--- config.mk ---
export PLATFORM = sky130hd
export DESIGN_NAME = shot_feed_sequencer_core
export DESIGN_NICKNAME = d
export VERILOG_FILES = /design/src/rtl/sfs_pkg.sv /design/src/rtl/sfs_in_stage.sv /design/src/rtl/sfs_step.sv /design/src/rtl/shot_feed_sequencer_core.sv
export SDC_FILE = /design/constraint.sdc
export NUM_CORES = 1
export LEC_CHECK = 0
export BUFFER_PORTS_ARGS = -buffer_cell sky130_fd_sc_hd__buf_2
export CAP_MARGIN = 20
export CORE_UTILIZATION = 50
export CTS_CLUSTER_SIZE = 24
export DETAILED_ROUTE_END_ITERATION = 10
export PLACE_DENSITY = 0.71
export SLEW_MARGIN = 20
export SYNTH_ARGS = -nofsm -noshare
export SYNTH_HDL_FRONTEND = slang
export SYNTH_SLANG_ARGS = --single-unit
--- constraint.sdc ---
create_clock -name clk -period 6.59 [get_ports clk]
set_clock_uncertainty 0.15 [all_clocks]
set_input_delay 1.977 -clock clk [delete_from_list [all_inputs] [get_ports clk]]
set_output_delay 1.977 -clock clk [all_outputs]
set_load 0.05 [all_outputs]
--- src/rtl/sfs_pkg.sv ---
// sfs_pkg: shared types and constants of the shot feed sequencer.
// Depends on nothing; imported by every module of the block.
`default_nettype none
package sfs_pkg;

	localparam int PHASE_W = 3;
	localparam int COUNT_W = 8;
	localparam int DRIVE_W = 16;
	localparam int SPEED_W = 16;
	localparam int TARGET_W = 14;
	localparam int MARGIN_W = 12;
	localparam int DIFF_W = SPEED_W + 2;
	localparam int CFG_IDX_W = 2;
	localparam int CFG_DATA_W = 12;

	localparam logic [PHASE_W-1:0] PH_RAMP      = 3'd0;
	localparam logic [PHASE_W-1:0] PH_PUNCH     = 3'd1;
	localparam logic [PHASE_W-1:0] PH_RETRACT   = 3'd2;
	localparam logic [PHASE_W-1:0] PH_ADVANCE   = 3'd3;
	localparam logic [PHASE_W-1:0] PH_ADVANCING = 3'd4;

	localparam logic [CFG_IDX_W-1:0] REG_EXTEND_TICKS = 2'd0;
	localparam logic [CFG_IDX_W-1:0] REG_UPPER_MARGIN = 2'd1;
	localparam logic [CFG_IDX_W-1:0] REG_LOWER_MARGIN = 2'd2;

	localparam logic [COUNT_W-1:0]  RST_EXTEND_TICKS = 8'd10;
	localparam logic [MARGIN_W-1:0] RST_UPPER_MARGIN = 12'd300;
	localparam logic [MARGIN_W-1:0] RST_LOWER_MARGIN = 12'd100;
	localparam logic [COUNT_W-1:0]  COUNT_MAX = '1;

	typedef struct packed {
		logic                       shoot_enable;
		logic signed [SPEED_W-1:0]  flywheel_speed;
		logic [TARGET_W-1:0]        target_speed;
		logic signed [DRIVE_W-1:0]  feed_speed;
		logic                       punch_home_switch;
		logic                       index_switch;
	} item_t;

	typedef struct packed {
		logic [COUNT_W-1:0]  extend_ticks;
		logic [MARGIN_W-1:0] upper_margin;
		logic [MARGIN_W-1:0] lower_margin;
	} cfg_t;

	typedef struct packed {
		logic [PHASE_W-1:0]        phase;
		logic [PHASE_W-1:0]        prev_phase;
		logic [COUNT_W-1:0]        extend_cnt;
		logic [COUNT_W-1:0]        punches;
		logic signed [DRIVE_W-1:0] drive;
		logic                      extend;
	} seq_state_t;

endpackage
`default_nettype wire

--- src/rtl/sfs_in_stage.sv ---
// sfs_in_stage: input register of the sequencer, one beat deep.
// Depends on sfs_pkg for the item type.
`default_nettype none
module sfs_in_stage (
	input  wire              clk,
	input  wire              arst_n,
	input  wire              in_valid,
	output logic             in_ready,
	input  sfs_pkg::item_t   item_in,
	input  wire              take,
	output logic             valid_s1,
	output sfs_pkg::item_t   item_s1
);
	import sfs_pkg::*;

	assign in_ready = !valid_s1 || take;

	always_ff @(posedge clk or negedge arst_n) begin
		if (!arst_n) begin
			valid_s1 <= 1'b0;
		end else if (in_ready) begin
			valid_s1 <= in_valid;
		end
	end

	always_ff @(posedge clk) begin
		if (in_valid && in_ready) begin
			item_s1 <= item_in;
		end
	end

endmodule
`default_nettype wire

--- src/rtl/sfs_step.sv ---
// sfs_step: next-state logic of one tick (speed window, phase change, drive).
// Depends on sfs_pkg for item, config and state types.
`default_nettype none
module sfs_step (
	input  sfs_pkg::item_t      item,
	input  sfs_pkg::cfg_t       cfg,
	input  sfs_pkg::seq_state_t cur,
	output sfs_pkg::seq_state_t nxt
);
	import sfs_pkg::*;

	logic signed [DIFF_W-1:0] speed_x;
	logic signed [DIFF_W-1:0] mag;
	logic signed [DIFF_W-1:0] diff;
	logic signed [DIFF_W-1:0] upper_x;
	logic signed [DIFF_W-1:0] lower_neg;
	logic                     in_window;
	logic [PHASE_W-1:0]       ph;

	assign speed_x   = DIFF_W'(item.flywheel_speed);
	assign mag       = speed_x[DIFF_W-1] ? -speed_x : speed_x;
	assign diff      = mag - $signed({{(DIFF_W-TARGET_W){1'b0}}, item.target_speed});
	assign upper_x   = $signed({{(DIFF_W-MARGIN_W){1'b0}}, cfg.upper_margin});
	assign lower_neg = -$signed({{(DIFF_W-MARGIN_W){1'b0}}, cfg.lower_margin});
	assign in_window = (diff < upper_x) && (diff > lower_neg);

	always_comb begin
		nxt = cur;
		ph  = cur.phase;
		if (!item.shoot_enable) begin
			if (cur.extend) begin
				nxt.extend = 1'b0;
			end else if (item.index_switch) begin
				nxt.drive = '0;
			end
			nxt.phase   = PH_RAMP;
			nxt.punches = '0;
		end else begin
			case (cur.phase)
				PH_RAMP: begin
					if (in_window) ph = PH_PUNCH;
				end
				PH_PUNCH: begin
					if (cur.extend_cnt > cfg.extend_ticks) begin
						ph = PH_RETRACT;
						nxt.extend_cnt = '0;
					end
				end
				PH_RETRACT: begin
					if (item.punch_home_switch) begin
						ph = PH_ADVANCE;
						nxt.extend_cnt = '0;
					end
				end
				PH_ADVANCE: begin
					if (!item.index_switch) ph = PH_ADVANCING;
				end
				PH_ADVANCING: begin
					if (item.index_switch) ph = PH_RAMP;
				end
				default: ;
			endcase

			case (ph)
				PH_RAMP: nxt.drive = '0;
				PH_PUNCH: begin
					nxt.extend = 1'b1;
					if (nxt.extend_cnt != COUNT_MAX) nxt.extend_cnt = nxt.extend_cnt + 1'b1;
				end
				PH_RETRACT: begin
					if (cur.prev_phase != PH_RETRACT && cur.punches != COUNT_MAX)
						nxt.punches = cur.punches + 1'b1;
					nxt.extend = 1'b0;
				end
				PH_ADVANCE, PH_ADVANCING: nxt.drive = item.feed_speed;
				default: ;
			endcase

			nxt.phase      = ph;
			nxt.prev_phase = ph;
		end
	end

endmodule
`default_nettype wire

--- src/rtl/shot_feed_sequencer_core.sv ---
// shot_feed_sequencer_core: top level of the shot feed sequencer.
// Depends on sfs_pkg, sfs_in_stage and sfs_step.
//
// Usage:
//  - Input channel in_valid/in_ready carries one control tick per beat.
//  - Output channel out_valid/out_ready carries one result beat per tick:
//    phase, index_drive, punch_extend and punch_count after that tick.
//  - Configuration: cfg_we writes cfg_data into register cfg_index
//    (0 extend_ticks, 1 upper_margin, 2 lower_margin); other indexes are
//    ignored. Write only while no tick is in flight.
//  - Path: an accepted beat is held in the input register, then in the
//    sequencer state register, which drives the result beat.
//  - Throughput: one beat per cycle while out_ready is high; the phase
//    logic is one subtract, two negations, a few compares, 8-bit counters.
//  - Reset: state returns to ramp phase with counters, drive and punch
//    cleared; registers take their default values; both channels empty.
//  - Stall: a held result keeps its value; the input register still takes
//    one more beat, after which in_ready drops until out_ready returns.
`default_nettype none
module shot_feed_sequencer_core (
	input  wire                                clk,
	input  wire                                arst_n,
	input  wire                                cfg_we,
	input  wire  [sfs_pkg::CFG_IDX_W-1:0]      cfg_index,
	input  wire  [sfs_pkg::CFG_DATA_W-1:0]     cfg_data,
	input  wire                                in_valid,
	output logic                               in_ready,
	input  wire                                shoot_enable,
	input  wire  signed [sfs_pkg::SPEED_W-1:0] flywheel_speed,
	input  wire  [sfs_pkg::TARGET_W-1:0]       target_speed,
	input  wire  signed [sfs_pkg::DRIVE_W-1:0] feed_speed,
	input  wire                                punch_home_switch,
	input  wire                                index_switch,
	output logic                               out_valid,
	input  wire                                out_ready,
	output logic [sfs_pkg::PHASE_W-1:0]        phase,
	output logic signed [sfs_pkg::DRIVE_W-1:0] index_drive,
	output logic                               punch_extend,
	output logic [sfs_pkg::COUNT_W-1:0]        punch_count
);
	import sfs_pkg::*;

	item_t      item_in;
	item_t      item_s1;
	logic       valid_s1;
	logic       take;
	cfg_t       cfg_q;
	seq_state_t state_q;
	seq_state_t state_nxt;
	logic       out_valid_q;

	assign item_in = '{
		shoot_enable:      shoot_enable,
		flywheel_speed:    flywheel_speed,
		target_speed:      target_speed,
		feed_speed:        feed_speed,
		punch_home_switch: punch_home_switch,
		index_switch:      index_switch
	};

	assign take = valid_s1 && (!out_valid_q || out_ready);

	sfs_in_stage u_in (
		.clk      (clk),
		.arst_n   (arst_n),
		.in_valid (in_valid),
		.in_ready (in_ready),
		.item_in  (item_in),
		.take     (take),
		.valid_s1 (valid_s1),
		.item_s1  (item_s1)
	);

	sfs_step u_step (
		.item (item_s1),
		.cfg  (cfg_q),
		.cur  (state_q),
		.nxt  (state_nxt)
	);

	always_ff @(posedge clk or negedge arst_n) begin
		if (!arst_n) begin
			cfg_q.extend_ticks <= RST_EXTEND_TICKS;
			cfg_q.upper_margin <= RST_UPPER_MARGIN;
			cfg_q.lower_margin <= RST_LOWER_MARGIN;
		end else if (cfg_we) begin
			case (cfg_index)
				REG_EXTEND_TICKS: cfg_q.extend_ticks <= cfg_data[COUNT_W-1:0];
				REG_UPPER_MARGIN: cfg_q.upper_margin <= cfg_data[MARGIN_W-1:0];
				REG_LOWER_MARGIN: cfg_q.lower_margin <= cfg_data[MARGIN_W-1:0];
				default: ;
			endcase
		end
	end

	always_ff @(posedge clk or negedge arst_n) begin
		if (!arst_n) begin
			state_q     <= '0;
			out_valid_q <= 1'b0;
		end else begin
			if (take) state_q <= state_nxt;
			if (take) begin
				out_valid_q <= 1'b1;
			end else if (out_ready) begin
				out_valid_q <= 1'b0;
			end
		end
	end

	// result beat mirrors the state after its tick
	assign out_valid    = out_valid_q;
	assign phase        = state_q.phase;
	assign index_drive  = state_q.drive;
	assign punch_extend = state_q.extend;
	assign punch_count  = state_q.punches;

endmodule
`default_nettype wire

==> flow_results.org <==
** Run status
- Outcome :: finished, final reports clean

** STA
- Number of failing hold endpoints at the final stage :: 0
- The worst pin sits at a relative slew slack of 0.3754.
- Unrepaired setup endpoints after global routing :: no
- TNS Setup :: 0 ns
- Part of the cycle the worst path needs :: 0.9155
- Across all setup checks in the final design, the least slack found is 0.5568 ns.
- Fmax achieved :: 165.8 MHz
- Worst hold slack across all endpoints :: 0.3132 ns
- For the pin with the worst max-slew slack, the measured transition is 0.9369 ns.
- The number of max-slew violations in the final report came to 0.
- Counting I/O delays and the setup requirement, the final critical path takes 6.033 ns.
- Setup violations remaining at the end of the flow were counted as 0.

** Final layout
- Final cell count without fillers :: 944
- Leaving out fill and tap cells, the most frequent cell in the layout is buf_2.
- Final net count :: 872
- Area added between synthesis and finish :: 14.28%
- Of the cells placed in the final design, the portion with a size suffix greater than 1 is 0.2382.
- The repair_antennas step left the layout with diodes totalling 0.
- For this run, the share of the core covered by cells in the final layout is 0.5919.
- The top cell types in the final layout, fill and taps aside, are 97 x buf_2, 64 x dfrtp_1, 54 x inv_1.
- Post-route cell area :: 0.008312 sq mm

** Synth
- Portion of synthesized cell area occupied by the leading cell type :: 0.2202
- For this run, the register share of the synthesized area comes to 0.4550.
- Seq cells post-synth :: 122
- Post-synthesis net count :: 800
- Yosys mapped the design onto 73 distinct sky130hd cell types.
- Summing every instance area after synthesis gives 0.007273 sq mm.
- During synthesis, Yosys emitted a total of 0 warnings.
- Synth top area cells :: dfrtp_1 22%, edfxtp_1 20%, ha_1 8.9%
- Number of enable-type register cells in the synthesized netlist :: 49
- Synthesis produced 679 cells.
- Post-synth ARST share :: 0.5984
- Of all cell types, the one taking the most synthesized area is dfrtp_1.
- Post-Syn Area per Cell :: 10.71 sq um
- Top_reg_cell synth :: dfrtp_1

** Hold path
- Along the worst hold path, the cell count comes to 1.
- Type of the most critical hold path :: flop to flop

** Routing
- Total DRC errors in the routed layout :: 0
- Number of design-rule violations left by the first detailed-router iteration :: 393
- The routed layout has 5,461 vias.
- Remaining number of nets flagged by the antenna check after routing :: 0
- Dividing the detail-routed wire length by the instance count gives 16.88 um.
- Routed wire length :: 15,930 um
- Drt first pass iters :: 6
- In the routed layout, each cell is associated on average with a via count of 5.785.

** Worst setup path
- The kind of cell with the highest combined delay along the critical path is compound AO/OA/AOI/OAI gates.
- STA classifies the critical path endpoint as a flop.
- Together, buffers and inverters on the worst path number 1.
- STA classifies the critical path startpoint as a flop.
- Crit Path Max Fanout :: 16
- Walking the worst path, the cells encountered are inv_1 -> ha_1 -> or4b_1 -> or4_4 -> o31a_1 -> xor2_1 -> ha_1 -> and4_1 -> o21a_1 -> a21oi_1 -> a21oi_1 -> or3_1 -> xnor2_1 -> ha_1 -> o21ai_0 -> nand2b_1 -> a21oi_1 -> a2111oi_4 -> a2bb2oi_2 -> or2_4 -> a31oi_4 -> a32o_1.
- The critical path in this run is classified as flop to flop.
- CP Data Arrival Time :: 6.23 ns
- On the worst path, the slowest cell contributes a delay of 0.47 ns.
- The critical path runs through a total of 22 cells.
- On the critical path, the stage with the largest delay is an instance of or4_4.
- Cell count of the worst reg-to-reg path :: 22
- Data on the critical path is required at its endpoint by 6.79 ns.

** Die
- Overall die height :: 122.6 um
- Horizontal extent of the die :: 122.6 um
- Die Footprint :: 0.01503 sq mm
- Effective utilization at floorplan :: 0.5180
- Rows :: 43
- During I/O placement, the number of pins put on the boundary was 98.
- The total area inside the core boundary comes to 0.01404 sq mm.

** Placement
- Summing all placed instances gives a cell area of 0.007702 sq mm.
- Final GP Congestion :: 0.9121
- Once placement completed, the tool counted placed cells totaling 912.
- Setup slack at placement :: 0.4729 ns
- Detailed placement finished with a half-perimeter wire length of 11,740 um.
- The count of buffers added on input and output ports is 97.

** Clock tree
- Max Root-Sink Buffers :: 2
- Clock-pin slew was measured on the worst setup and hold paths at 0.06 ns.
- Clock tree from TritonCTS :: done
- Buffers added to address setup during post-CTS repair amount to 0.
- The clock tree synthesis step divided the H-tree into 4 levels.
- The clock drives 122 sinks.
- Root buf cell :: clkbuf_16
- Clock latency on the worst-skew pair, taken at its later pin, is 0.42 ns.
- Number of buffers inserted by hold repair at cts :: 0
- The number of clock buffers added by TritonCTS is 17.

** Power
- Overall power consumption after layout is estimated at 2.649 mW.
- Pwr Density :: 318.7 mW/mm^2
- Standby leakage power :: 3.725 nW
- Maximum VDD drop :: 0.1923 mV

** Global routing
- Entering global routing, the biggest net connects 74 pins.
- Number of global-route vias before repair :: 5,318
- Global routing finished with a remaining overflow of 0.
- The initial antenna violation count came to 0.
- The first global-routing pass estimated 25,940 um of wire.
- Total GRT Usage :: 0.2260

** Flow run
- Max cap viols :: 0
worst reg2reg max path: stages (launching register included):
cell	delay, ns
edfxtp_1	0.41
inv_1	0.09
ha_1	0.17
or4b_1	0.46
or4_4	0.47
o31a_1	0.27
xor2_1	0.15
ha_1	0.38
and4_1	0.22
o21a_1	0.11
a21oi_1	0.16
a21oi_1	0.13
or3_1	0.44
xnor2_1	0.16
ha_1	0.33
o21ai_0	0.09
nand2b_1	0.10
a21oi_1	0.11
a2111oi_4	0.39
a2bb2oi_2	0.16
or2_4	0.31
a31oi_4	0.44
a32o_1	0.28
worst paths after layout:
| kind | slack, ns | end | startpoint |
|---|---|---|---|
| min in group asynchronous | 1.62 | cfg_q[9]$_DFFE_PN0P_ | arst_n |
| hold / removal | 0.31 | index_drive[10]$_DFFE_PN0P_ | u_in.item_s1[12]$_DFFE_PP_ |
| setup reg to reg | 0.56 | index_drive[2]$_DFFE_PN0P_ | u_in.item_s1[33]$_DFFE_PP_ |
| max in group asynchronous | 4.04 | index_drive[13]$_DFFE_PN0P_ | arst_n |
| hold reg to reg | 0.31 | index_drive[10]$_DFFE_PN0P_ | u_in.item_s1[12]$_DFFE_PP_ |
| setup / recovery | 0.56 | index_drive[2]$_DFFE_PN0P_ | u_in.item_s1[33]$_DFFE_PP_ |
registers in the layout (all words and copies together), names as in the netlist:
name / flops
punch_count: 8
u_in.valid_s1: 1
cfg_q: 32
u_in.item_s1: 49
out_valid: 1
phase: 3
punch_extend: 1
index_drive: 16
state_q: 11
cell families (layout without fill, tap and decap cells):
group / count (synthesis) / in the layout / share of synthesized area
and+or+nand+nor: 188 / 188 / 0.1445
muxes: 27 / 27 / 0.04146
xor gates and xnor gates: 38 / 38 / 0.04576
buffers and inverters: 100 / 185 / 0.06881
adders and majority gates: 54 / 54 / 0.09358
AOI/OAI and AO/OA: 150 / 150 / 0.1509
DFF: 122 / 122 / 0.4550
synthesized netlist by cell type (5+ instances only):
cell and instances:
ha_1 52, buf_4 27, or3_1 8, and4_1 5, o21ai_0 31, a32o_1 16, o211ai_1 6, dfstp_2 9
dfrtp_1 64, xor2_1 10, and3_1 8, mux2_2 25, edfxtp_1 49, nand2b_1 16, o221ai_1 6, xnor2_1 28
nor3_1 9, o21a_1 5, nor2b_1 5, nand2_1 47, inv_1 54, a21o_1 9, nand3_1 15, a21oi_1 31
nand4_1 9, nor2_1 31, a31oi_1 8, clkbuf_1 13, nor4_1 5
report_power, final:
part           switching, mW  internal [mW]  total [mW]
sequential            0.0798          0.888       0.968
combinational          0.431          0.298       0.729
clock                  0.356          0.596       0.952
layout make-up:
cell class / instances / area [sq um]
clock buffer: 18 / 429.2
clock inverter: 14 / 172.7
fill: 1166 / 5731
inverter: 54 / 202.7
multi-input combinational: 457 / 3472
sequential: 122 / 3309
tap: 180 / 225.2
timing repair buffer: 99 / 500.5
repair_timing:
action | in CTS | in global routing
endpoints found under the hold margin | 0 | 0
resized for setup | 0 | 1
endpoints found under the setup margin | 0 | 1
per-layer routing:
metal	GRT usage	vias to the layer above	share of wire
met3	0.06273	16	0.057
met4	0.07774	0	0.012
met1	0.2947	2662	0.45
met5	0	-	0
li1	-	2610	-
met2	0.3606	173	0.48
(Power assumes the default switching activity.)
